$ cat src/rtl/dld_pkg.sv
// shared types and constants of the decimal long divider
package dld_pkg;

  // result kinds
  localparam logic [1:0] KIND_QUOT  = 2'd0;
  localparam logic [1:0] KIND_DIGIT = 2'd1;
  localparam logic [1:0] KIND_ERR   = 2'd2;

  localparam int CFG_BITS = 4;
  localparam logic [CFG_BITS-1:0] FRACTION_DIGITS_RESET = 4'd3;

  // one decimal digit needs four quotient bits
  localparam int DIGIT_BITS = 4;

  localparam int QUEUE_DEPTH = 2;
  localparam int PTR_BITS    = $clog2(QUEUE_DEPTH);
  localparam int COUNT_BITS  = $clog2(QUEUE_DEPTH + 1);

  typedef struct packed {
    logic full;
    logic empty;
  } q_status_t;

endpackage

$ cat src/rtl/decimal_long_divider_top.sv
// decimal long divider: quotient then decimal fraction digits of each item
//
// input channel: in_valid, in_stall, dividend, divisor. an item is taken at a
//   clock edge with in_valid high and in_stall low.
// output channel: out_valid, out_stall, kind, value, last. kind 0 is the
//   integer quotient, 1 a fraction digit, 2 a divide-by-zero error (value 0).
//   last marks the final result of an item.
// config channel: cfg_valid, cfg_ready, fraction_digits; write only while idle.
//   0 acts as 1, values above MAX_FRACTION_DIGITS act as that maximum.
// structure: an input register and a two-item queue feed the divider, so up
//   to three items wait while one is worked on. the quotient is a restoring
//   divider taking one bit per cycle; each fraction digit takes four
//   compare-subtract steps and then an output step. one item occupies the
//   divider until its last result is out.
// reset: synchronous, clears queue and output, fraction_digits goes to 3.
// a stalled receiver holds the output register; the divider waits on it, the
//   queue and input register absorb items until full, then in_stall rises.
module decimal_long_divider_top #(
  parameter int MAX_FRACTION_DIGITS = 10,
  parameter int OPERAND_BITS        = 31
) (
  input  logic                          clk,
  input  logic                          rst,
  input  logic                          in_valid,
  output logic                          in_stall,
  input  logic [OPERAND_BITS-1:0]       dividend,
  input  logic [OPERAND_BITS-1:0]       divisor,
  output logic                          out_valid,
  input  logic                          out_stall,
  output logic [1:0]                    kind,
  output logic [OPERAND_BITS-1:0]       value,
  output logic                          last,
  input  logic                          cfg_valid,
  output logic                          cfg_ready,
  input  logic [dld_pkg::CFG_BITS-1:0]  fraction_digits
);

  localparam int EW = 2 * OPERAND_BITS + 1;

  logic [dld_pkg::CFG_BITS-1:0] digit_cfg;
  dld_pkg::q_status_t           q_status;
  logic                         push;
  logic                         pop;
  logic [EW-1:0]                entry;
  logic [EW-1:0]                q_data;

  assign cfg_ready = 1'b1;

  always_ff @(posedge clk) begin
    if (rst) begin
      digit_cfg <= dld_pkg::FRACTION_DIGITS_RESET;
    end else if (cfg_valid && cfg_ready) begin
      digit_cfg <= fraction_digits;
    end
  end

  dld_front #(
    .OPERAND_BITS(OPERAND_BITS)
  ) u_front (
    .clk      (clk),
    .rst      (rst),
    .in_valid (in_valid),
    .in_stall (in_stall),
    .dividend (dividend),
    .divisor  (divisor),
    .q_status (q_status),
    .push     (push),
    .entry    (entry)
  );

  dld_queue #(
    .WIDTH(EW)
  ) u_queue (
    .clk    (clk),
    .rst    (rst),
    .push   (push),
    .wdata  (entry),
    .pop    (pop),
    .rdata  (q_data),
    .status (q_status)
  );

  dld_back #(
    .MAX_FRACTION_DIGITS(MAX_FRACTION_DIGITS),
    .OPERAND_BITS       (OPERAND_BITS)
  ) u_back (
    .clk       (clk),
    .rst       (rst),
    .q_status  (q_status),
    .q_data    (q_data),
    .pop       (pop),
    .digit_cfg (digit_cfg),
    .out_valid (out_valid),
    .out_stall (out_stall),
    .kind      (kind),
    .value     (value),
    .last      (last)
  );

endmodule

$ cat src/rtl/dld_front.sv
// input stage: takes items and flags a zero divisor before queueing
module dld_front #(
  parameter int OPERAND_BITS = 31
) (
  input  logic                      clk,
  input  logic                      rst,
  input  logic                      in_valid,
  output logic                      in_stall,
  input  logic [OPERAND_BITS-1:0]   dividend,
  input  logic [OPERAND_BITS-1:0]   divisor,
  input  dld_pkg::q_status_t        q_status,
  output logic                      push,
  output logic [2*OPERAND_BITS:0]   entry
);

  logic                    hold;
  logic                    zero;
  logic [OPERAND_BITS-1:0] dvd;
  logic [OPERAND_BITS-1:0] dvs;
  logic                    accept;

  assign in_stall = hold && q_status.full;
  assign accept   = in_valid && !in_stall;
  assign push     = hold && !q_status.full;
  assign entry    = {zero, dvd, dvs};

  always_ff @(posedge clk) begin
    if (rst) begin
      hold <= 1'b0;
    end else begin
      hold <= accept || (hold && q_status.full);
    end
  end

  always_ff @(posedge clk) begin
    if (accept) begin
      dvd  <= dividend;
      dvs  <= divisor;
      zero <= (divisor == '0);
    end
  end

endmodule

$ cat src/rtl/dld_queue.sv
// short queue between the front and the divider
module dld_queue #(
  parameter int WIDTH = 63
) (
  input  logic                 clk,
  input  logic                 rst,
  input  logic                 push,
  input  logic [WIDTH-1:0]     wdata,
  input  logic                 pop,
  output logic [WIDTH-1:0]     rdata,
  output dld_pkg::q_status_t   status
);

  logic [WIDTH-1:0]               slots [dld_pkg::QUEUE_DEPTH];
  logic [dld_pkg::PTR_BITS-1:0]   wr_ptr;
  logic [dld_pkg::PTR_BITS-1:0]   rd_ptr;
  logic [dld_pkg::COUNT_BITS-1:0] count;
  logic                           do_push;
  logic                           do_pop;

  assign status.full  = (count == dld_pkg::COUNT_BITS'(dld_pkg::QUEUE_DEPTH));
  assign status.empty = (count == '0);
  assign do_push      = push && !status.full;
  assign do_pop       = pop && !status.empty;
  assign rdata        = slots[rd_ptr];

  always_ff @(posedge clk) begin
    if (rst) begin
      wr_ptr <= '0;
      rd_ptr <= '0;
      count  <= '0;
    end else begin
      if (do_push) begin
        wr_ptr <= wr_ptr + 1'b1;
      end
      if (do_pop) begin
        rd_ptr <= rd_ptr + 1'b1;
      end
      if (do_push && !do_pop) begin
        count <= count + 1'b1;
      end else if (do_pop && !do_push) begin
        count <= count - 1'b1;
      end
    end
  end

  always_ff @(posedge clk) begin
    if (do_push) begin
      slots[wr_ptr] <= wdata;
    end
  end

endmodule

$ cat src/rtl/dld_back.sv
// divider core: bit-serial quotient, then decimal digits, with output register
module dld_back #(
  parameter int MAX_FRACTION_DIGITS = 10,
  parameter int OPERAND_BITS        = 31
) (
  input  logic                              clk,
  input  logic                              rst,
  input  dld_pkg::q_status_t                q_status,
  input  logic [2*OPERAND_BITS:0]           q_data,
  output logic                              pop,
  input  logic [dld_pkg::CFG_BITS-1:0]      digit_cfg,
  output logic                              out_valid,
  input  logic                              out_stall,
  output logic [1:0]                        kind,
  output logic [OPERAND_BITS-1:0]           value,
  output logic                              last
);

  localparam int N  = OPERAND_BITS;
  localparam int CW = $clog2(N);
  localparam int LW = $clog2(MAX_FRACTION_DIGITS + 1);
  localparam int TW = N + dld_pkg::DIGIT_BITS;

  typedef enum logic [2:0] {
    S_IDLE,
    S_ERR,
    S_DIV,
    S_QUO,
    S_DIG,
    S_DOUT
  } state_t;

  state_t                          state;
  logic [N-1:0]                    den;
  logic [N-1:0]                    quo;
  logic [N-1:0]                    rem;
  logic [CW-1:0]                   cnt;
  logic [TW-1:0]                   t;
  logic [1:0]                      step;
  logic [dld_pkg::DIGIT_BITS-1:0]  digit;
  logic [LW-1:0]                   dleft;

  logic                            q_zero;
  logic [N-1:0]                    q_dividend;
  logic [N-1:0]                    q_divisor;
  logic [N:0]                      shift_in;
  logic                            fits;
  logic [N:0]                      diff;
  logic [TW-1:0]                   den_sh;
  logic                            t_fits;
  logic                            out_free;
  logic                            emit;
  logic [LW-1:0]                   limit;
  logic                            dig_last;

  function automatic logic [TW-1:0] times10(input logic [N-1:0] x);
    times10 = (TW'(x) << 3) + (TW'(x) << 1);
  endfunction

  assign q_zero     = q_data[2*N];
  assign q_dividend = q_data[2*N-1:N];
  assign q_divisor  = q_data[N-1:0];

  assign pop      = (state == S_IDLE) && !q_status.empty;
  assign out_free = !out_valid || !out_stall;
  // output register takes a new item in the result states once it is free
  assign emit     = out_free && (state inside {S_ERR, S_QUO, S_DOUT});

  // one restoring step per cycle
  assign shift_in = {rem, quo[N-1]};
  assign fits     = (shift_in >= {1'b0, den});
  assign diff     = shift_in - {1'b0, den};

  // digit = floor(rem*10/den), four compare-subtract steps
  assign den_sh   = TW'(den) << step;
  assign t_fits   = (t >= den_sh);
  assign dig_last = (t == '0) || (dleft == LW'(1));

  always_comb begin
    if (digit_cfg == '0) begin
      limit = LW'(1);
    end else if (32'(digit_cfg) > 32'(MAX_FRACTION_DIGITS)) begin
      limit = LW'(MAX_FRACTION_DIGITS);
    end else begin
      limit = LW'(digit_cfg);
    end
  end

  always_ff @(posedge clk) begin
    if (rst) begin
      state     <= S_IDLE;
      out_valid <= 1'b0;
    end else begin
      if (emit) begin
        out_valid <= 1'b1;
      end else if (out_valid && !out_stall) begin
        out_valid <= 1'b0;
      end
      case (state)
        S_IDLE: begin
          if (!q_status.empty) begin
            den   <= q_divisor;
            quo   <= q_dividend;
            rem   <= '0;
            cnt   <= CW'(N - 1);
            state <= q_zero ? S_ERR : S_DIV;
          end
        end
        S_ERR: begin
          if (out_free) begin
            kind      <= dld_pkg::KIND_ERR;
            value     <= '0;
            last      <= 1'b1;
            state     <= S_IDLE;
          end
        end
        S_DIV: begin
          rem <= fits ? diff[N-1:0] : shift_in[N-1:0];
          quo <= {quo[N-2:0], fits};
          if (cnt == '0) begin
            state <= S_QUO;
          end else begin
            cnt <= cnt - 1'b1;
          end
        end
        S_QUO: begin
          if (out_free) begin
            kind      <= dld_pkg::KIND_QUOT;
            value     <= quo;
            last      <= (rem == '0);
            dleft     <= limit;
            t         <= times10(rem);
            step      <= 2'd3;
            digit     <= '0;
            state     <= (rem == '0) ? S_IDLE : S_DIG;
          end
        end
        S_DIG: begin
          if (t_fits) begin
            t <= t - den_sh;
          end
          digit[step] <= t_fits;
          if (step == 2'd0) begin
            state <= S_DOUT;
          end else begin
            step <= step - 1'b1;
          end
        end
        S_DOUT: begin
          if (out_free) begin
            kind      <= dld_pkg::KIND_DIGIT;
            value     <= N'(digit);
            last      <= dig_last;
            if (dig_last) begin
              state <= S_IDLE;
            end else begin
              // t now holds the new remainder, below den
              dleft <= dleft - 1'b1;
              t     <= times10(t[N-1:0]);
              step  <= 2'd3;
              digit <= '0;
              state <= S_DIG;
            end
          end
        end
        default: begin
          state <= S_IDLE;
        end
      endcase
    end
  end

  a_digit_range: assert property (@(posedge clk) disable iff (rst)
    out_valid && kind == dld_pkg::KIND_DIGIT |-> value < N'(10))
    else $error("fraction digit above nine");

  a_err_shape: assert property (@(posedge clk) disable iff (rst)
    out_valid && kind == dld_pkg::KIND_ERR |-> value == '0 && last)
    else $error("error result not zero or not final");

  a_div_nonzero: assert property (@(posedge clk) disable iff (rst)
    state == S_DIV |-> den != '0)
    else $error("dividing by a zero divisor");

  a_pop_start: assert property (@(posedge clk) disable iff (rst)
    pop |=> state == S_DIV || state == S_ERR)
    else $error("popped item did not start");

endmodule

$ cat config.mk
export PLATFORM = sky130hd
export DESIGN_NAME = decimal_long_divider_top
export DESIGN_NICKNAME = d
export VERILOG_FILES = /design/src/rtl/dld_pkg.sv /design/src/rtl/decimal_long_divider_top.sv /design/src/rtl/dld_front.sv /design/src/rtl/dld_queue.sv /design/src/rtl/dld_back.sv
export SDC_FILE = /design/constraint.sdc
export NUM_CORES = 1
export LEC_CHECK = 0
export BUFFER_PORTS_ARGS = -buffer_cell sky130_fd_sc_hd__buf_2
export CAP_MARGIN = 20
export CORE_MARGIN = 3
export CORE_UTILIZATION = 58
export DETAILED_ROUTE_END_ITERATION = 8
export GPL_TIMING_DRIVEN = 0
export HOLD_SLACK_MARGIN = 0.05
export PLACE_DENSITY_LB_ADDON = 0.12
export SKIP_LAST_GASP = 1
export SLEW_MARGIN = 20
export SYNTH_ARGS = -nofsm -noshare
export SYNTH_HDL_FRONTEND = slang
export SYNTH_SLANG_ARGS = --single-unit
$ cat constraint.sdc
create_clock -name clk -period 13.8 [get_ports clk]
set_input_delay 2.76 -clock clk [delete_from_list [all_inputs] [get_ports clk]]
set_output_delay 2.76 -clock clk [all_outputs]
set_load 0.05 [all_outputs]
==> flow_summary.yaml <==
clock_network:
  cts_hold_buffers: 0
  cts_setup_buffers: 0
  htreeDepth: 2
  clock_sinks: 380
  cts_buffers: 40
  clkTransAtPathRegs_ns: 0.06
  tritoncts: "built"
  insertion_delay_ns: 0.59
  cts_buffer_depth: 3
  cts_root_buffer: "clkbuf_16"
  cts_resized: 0
routing:
  final_antenna_net_count: 0
  drc: 0
  first_pass_iters: 5
  first_iter_violations: 1684
  totalWireLength_um: 56600
  vias_per_cell: 6.17
  vias: 16300
  wl_per_cell_um: 21.4
timing:
  skew_ns: 0.0440
  finalSetupViolCount: 0
  setup_tns_ns: 0
  rsz0062_at_grt: "false"
  tightestPinTransition_ns: 0.916
  relSlewSlack_pct: 38.9
  finalHoldViolations: 0
  period_minus_slack_ns: 6.36
  period_share_pct: 46.1
  fmax_ghz: 0.157
  slew_viol_final: 0
placement:
  port_buffers: 105
  place_congestion: 0.940
  dpl.hpwl_um: 43000
floorplan:
  fp.dieH_um: 200
  core_um2: 36900
  boundaryPins: 108
  dieArea_um2: 40000
  start_util_pct: 59.1
  die_w_um: 200
  core.rowCount: 70
yosys:
  ys_async_sr_fraction_pct: 0
  synthFlopType: "edfxtp_1"
  yosys-top-cells-area: "edfxtp_1 50%, ha_1 7.6%, a21oi_1 3.4%, nand2_1 2.9%, xnor2_1 2.5%"
  synth_edf_count: 366
  yosys.area.top_type_share_pct: 50.4
  synth_warnings: 0
  synth-seq-cells: 380
  syn_area_um2: 21800
  synth.distinct_cells: 75
  synth_area_leader_cell: "edfxtp_1"
  syn_nets: 2146
  syn_area_per_cell_um2: 11.2
  netlist_instances: 1938
  yosysSeqAreaShare_pct: 51.7
job:
  maxCapViolations: 0
global_route:
  busiest_layer: "met2"
  antenna_found_initial: 1
  use_met1_pct: 40.2
  grt_overflow: 0
  met3_usage_pct: 3.64
  track_usage_pct: 28.5
  grt_pass1_vias: 15800
  grt_pass1_wl_um: 87400
  met2_usage_pct: 46.1
  grt_max_degree: 52
setup_path:
  arrival_ns: 6.67
  required_ns: 14.10
  worstSetupStartpointType: "register"
  worstSetupPathType: "register to register"
  ff2ff_path_depth: 15
  critPathMaxFanout: 22
  critPathCaptureType: "register"
power:
  p_int_uw: 2660
  power_density_nw_per_um2: 166
  p_total_uw: 4080
  p_clk_share_pct: 26.6
  irDropWorstVdd_uv: 138
  seqPwrFrac_pct: 39.0
  pwr-share-comb_pct: 34.4
  p_leak_uw: 0.00945
  power.switching_uw: 1420
  swShare_pct: 34.8
hold_path:
  hold_class: "register to register"
  hold_depth: 0
layout:
  nFillCells: 2799
  syn_to_final_growth_pct: 12.8
  multi_input_area_um2: 9870
  drive_gt1_share_pct: 13.2
  layout.nets: 2314
  seqCellArea_um2: 11300
outcome:
  status: "complete, no violations"
## power groups by stage
stage	clock network, uW	logic [uW]	registers, uW
6_report	1080	1400	1590
5_1_grt	1140	1550	1600
4_1_cts	1100	1390	1590
3_5_place_dp	0	1380	1610
3_3_place_gp	0	1320	1630
2_1_floorplan	0	999	1600
## path summary, 6_finish.rpt
kind	slack [ns]	end	startpoint
min	0.43	u_queue.slots[0][11]$_DFFE_PP_	u_front.dvs[11]$_DFFE_PP_
max	7.44	u_back.t[26]$_DFFE_PP_	u_back.step[1]$_SDFFCE_PN1P_
max reg2reg	7.44	u_back.t[26]$_DFFE_PP_	u_back.step[1]$_SDFFCE_PN1P_
min reg2reg	0.43	u_queue.slots[0][11]$_DFFE_PP_	u_front.dvs[11]$_DFFE_PP_
## Yosys cell counts (6+ instances only)
library cell  instances
o22ai_1               9
dfxtp_1              14
nor2_1              110
nand2_1             166
o21a_1               16
xor2_1               40
a21o_1               57
nand2b_1             14
a221o_1               6
buf_1                13
ha_1                133
o221ai_1             10
nand3b_1              6
o211ai_1             11
a31oi_1              14
nor2b_1              15
clkbuf_1             58
o21ai_0             110
buf_2                 6
a221oi_1             12
edfxtp_1            366
or2_2                 7
a211o_1               6
and2_1               32
mux2i_1              46
nor3_1               34
mux4_2               23
mux2_2               32
nor3b_1               7
or3_1                12
a211oi_1             21
xnor2_1              63
nor4_1               27
nand3_1              39
and3_1               10
or4_1                 6
nand4_1              29
o31ai_1               7
o21bai_1             21
inv_1               109
a21oi_1             147
## cell families after synthesis
| group | share of synthesized area (%) |
|---|---|
| muxes | 6.14 |
| and+or+nand+nor | 11.5 |
| other | 0.0172 |
| adders and majority gates | 8.00 |
| AOI/OAI and AO/OA | 15.2 |
| buffers and inverters | 3.29 |
| xor gates and xnor gates | 4.14 |
| DFF | 51.7 |
## stage by stage
stage          worst slack [ns]  hold WS [ns]  instances  instance area [um2]  utilization [%]
5_1_grt                    7.19         0.440       2642                24600             66.7
6_report                   7.44         0.434       2642                24600             66.7
3_3_place_gp              0.163         0.422       2547                23000             62.3
2_1_floorplan              3.78         0.421       1938                21800                -
3_5_place_dp               7.57         0.430       2568                23300             63.1
4_1_cts                    7.51         0.440       2641                24600             66.7
## critical path, cell delays in order (launching register included)
cell and delay (ns):
edfxtp_1 0.51, buf_1 0.50, clkbuf_1 0.45, mux4_2 0.39
inv_1 0.15, ha_1 0.30, a41o_1 0.25, a21oi_1 0.40
o21ai_0 0.29, o41ai_2 0.49, o21ai_1 0.25, a211oi_1 0.74
nor4_1 0.14, nor2_1 0.61, a21oi_4 0.32, buf_16 0.26
## layer usage
layer / up-vias / wire (um)
met5: - / 0
met4: 0 / 2010
met3: 127 / 4100
met2: 658 / 26100
met1: 7842 / 24300
li1: 7676 / -
## area by class of cell
type,instances,area share [%]
clock inverter,21,0.972
clock buffer,52,4.46
buffer,78,1.24
antenna,1,0.0102
timing repair buffer,126,3.13
inverter,110,1.68
multi-input combinational,1370,40.1
sequential,380,45.8
tap,504,2.56
## sequential cells by signal (all words and copies together) (netlist names), 5 cells and up, named ones only
register / flops
u_back.quo: 31
u_back.den: 31
u_queue.slots: 126
u_back.cnt: 5
u_back.t: 35
u_back.rem: 31
u_back.value: 31
u_front.dvs: 31
u_front.dvd: 31
## cell usage in the layout (no fill, tap or decap), types with 9 or more instances in the layout
cell and count:
xnor2_1 63, xor2_1 40, a221oi_1 12, and3_1 9, o211ai_1 11, nand2b_1 14, mux2_2 32, and2_1 32
nand2_1 166, nor4_1 26, nand4_1 29, o21bai_1 21, a31oi_1 14, nor2b_1 14, dfxtp_1 14, edfxtp_1 366
buf_1 13, o221ai_1 10, o22ai_1 9, nor3_1 33, or3_1 12, mux4_2 23, nor2_1 108, ha_1 133
o21ai_0 110, clkbuf_1 65, a21oi_1 146, a211oi_1 21, buf_2 120, o21a_1 16, inv_1 109, mux2i_1 46
nand3_1 39, a21o_1 57, clkbuf_16 40
Note: power is estimated with default switching activity, not from simulation.
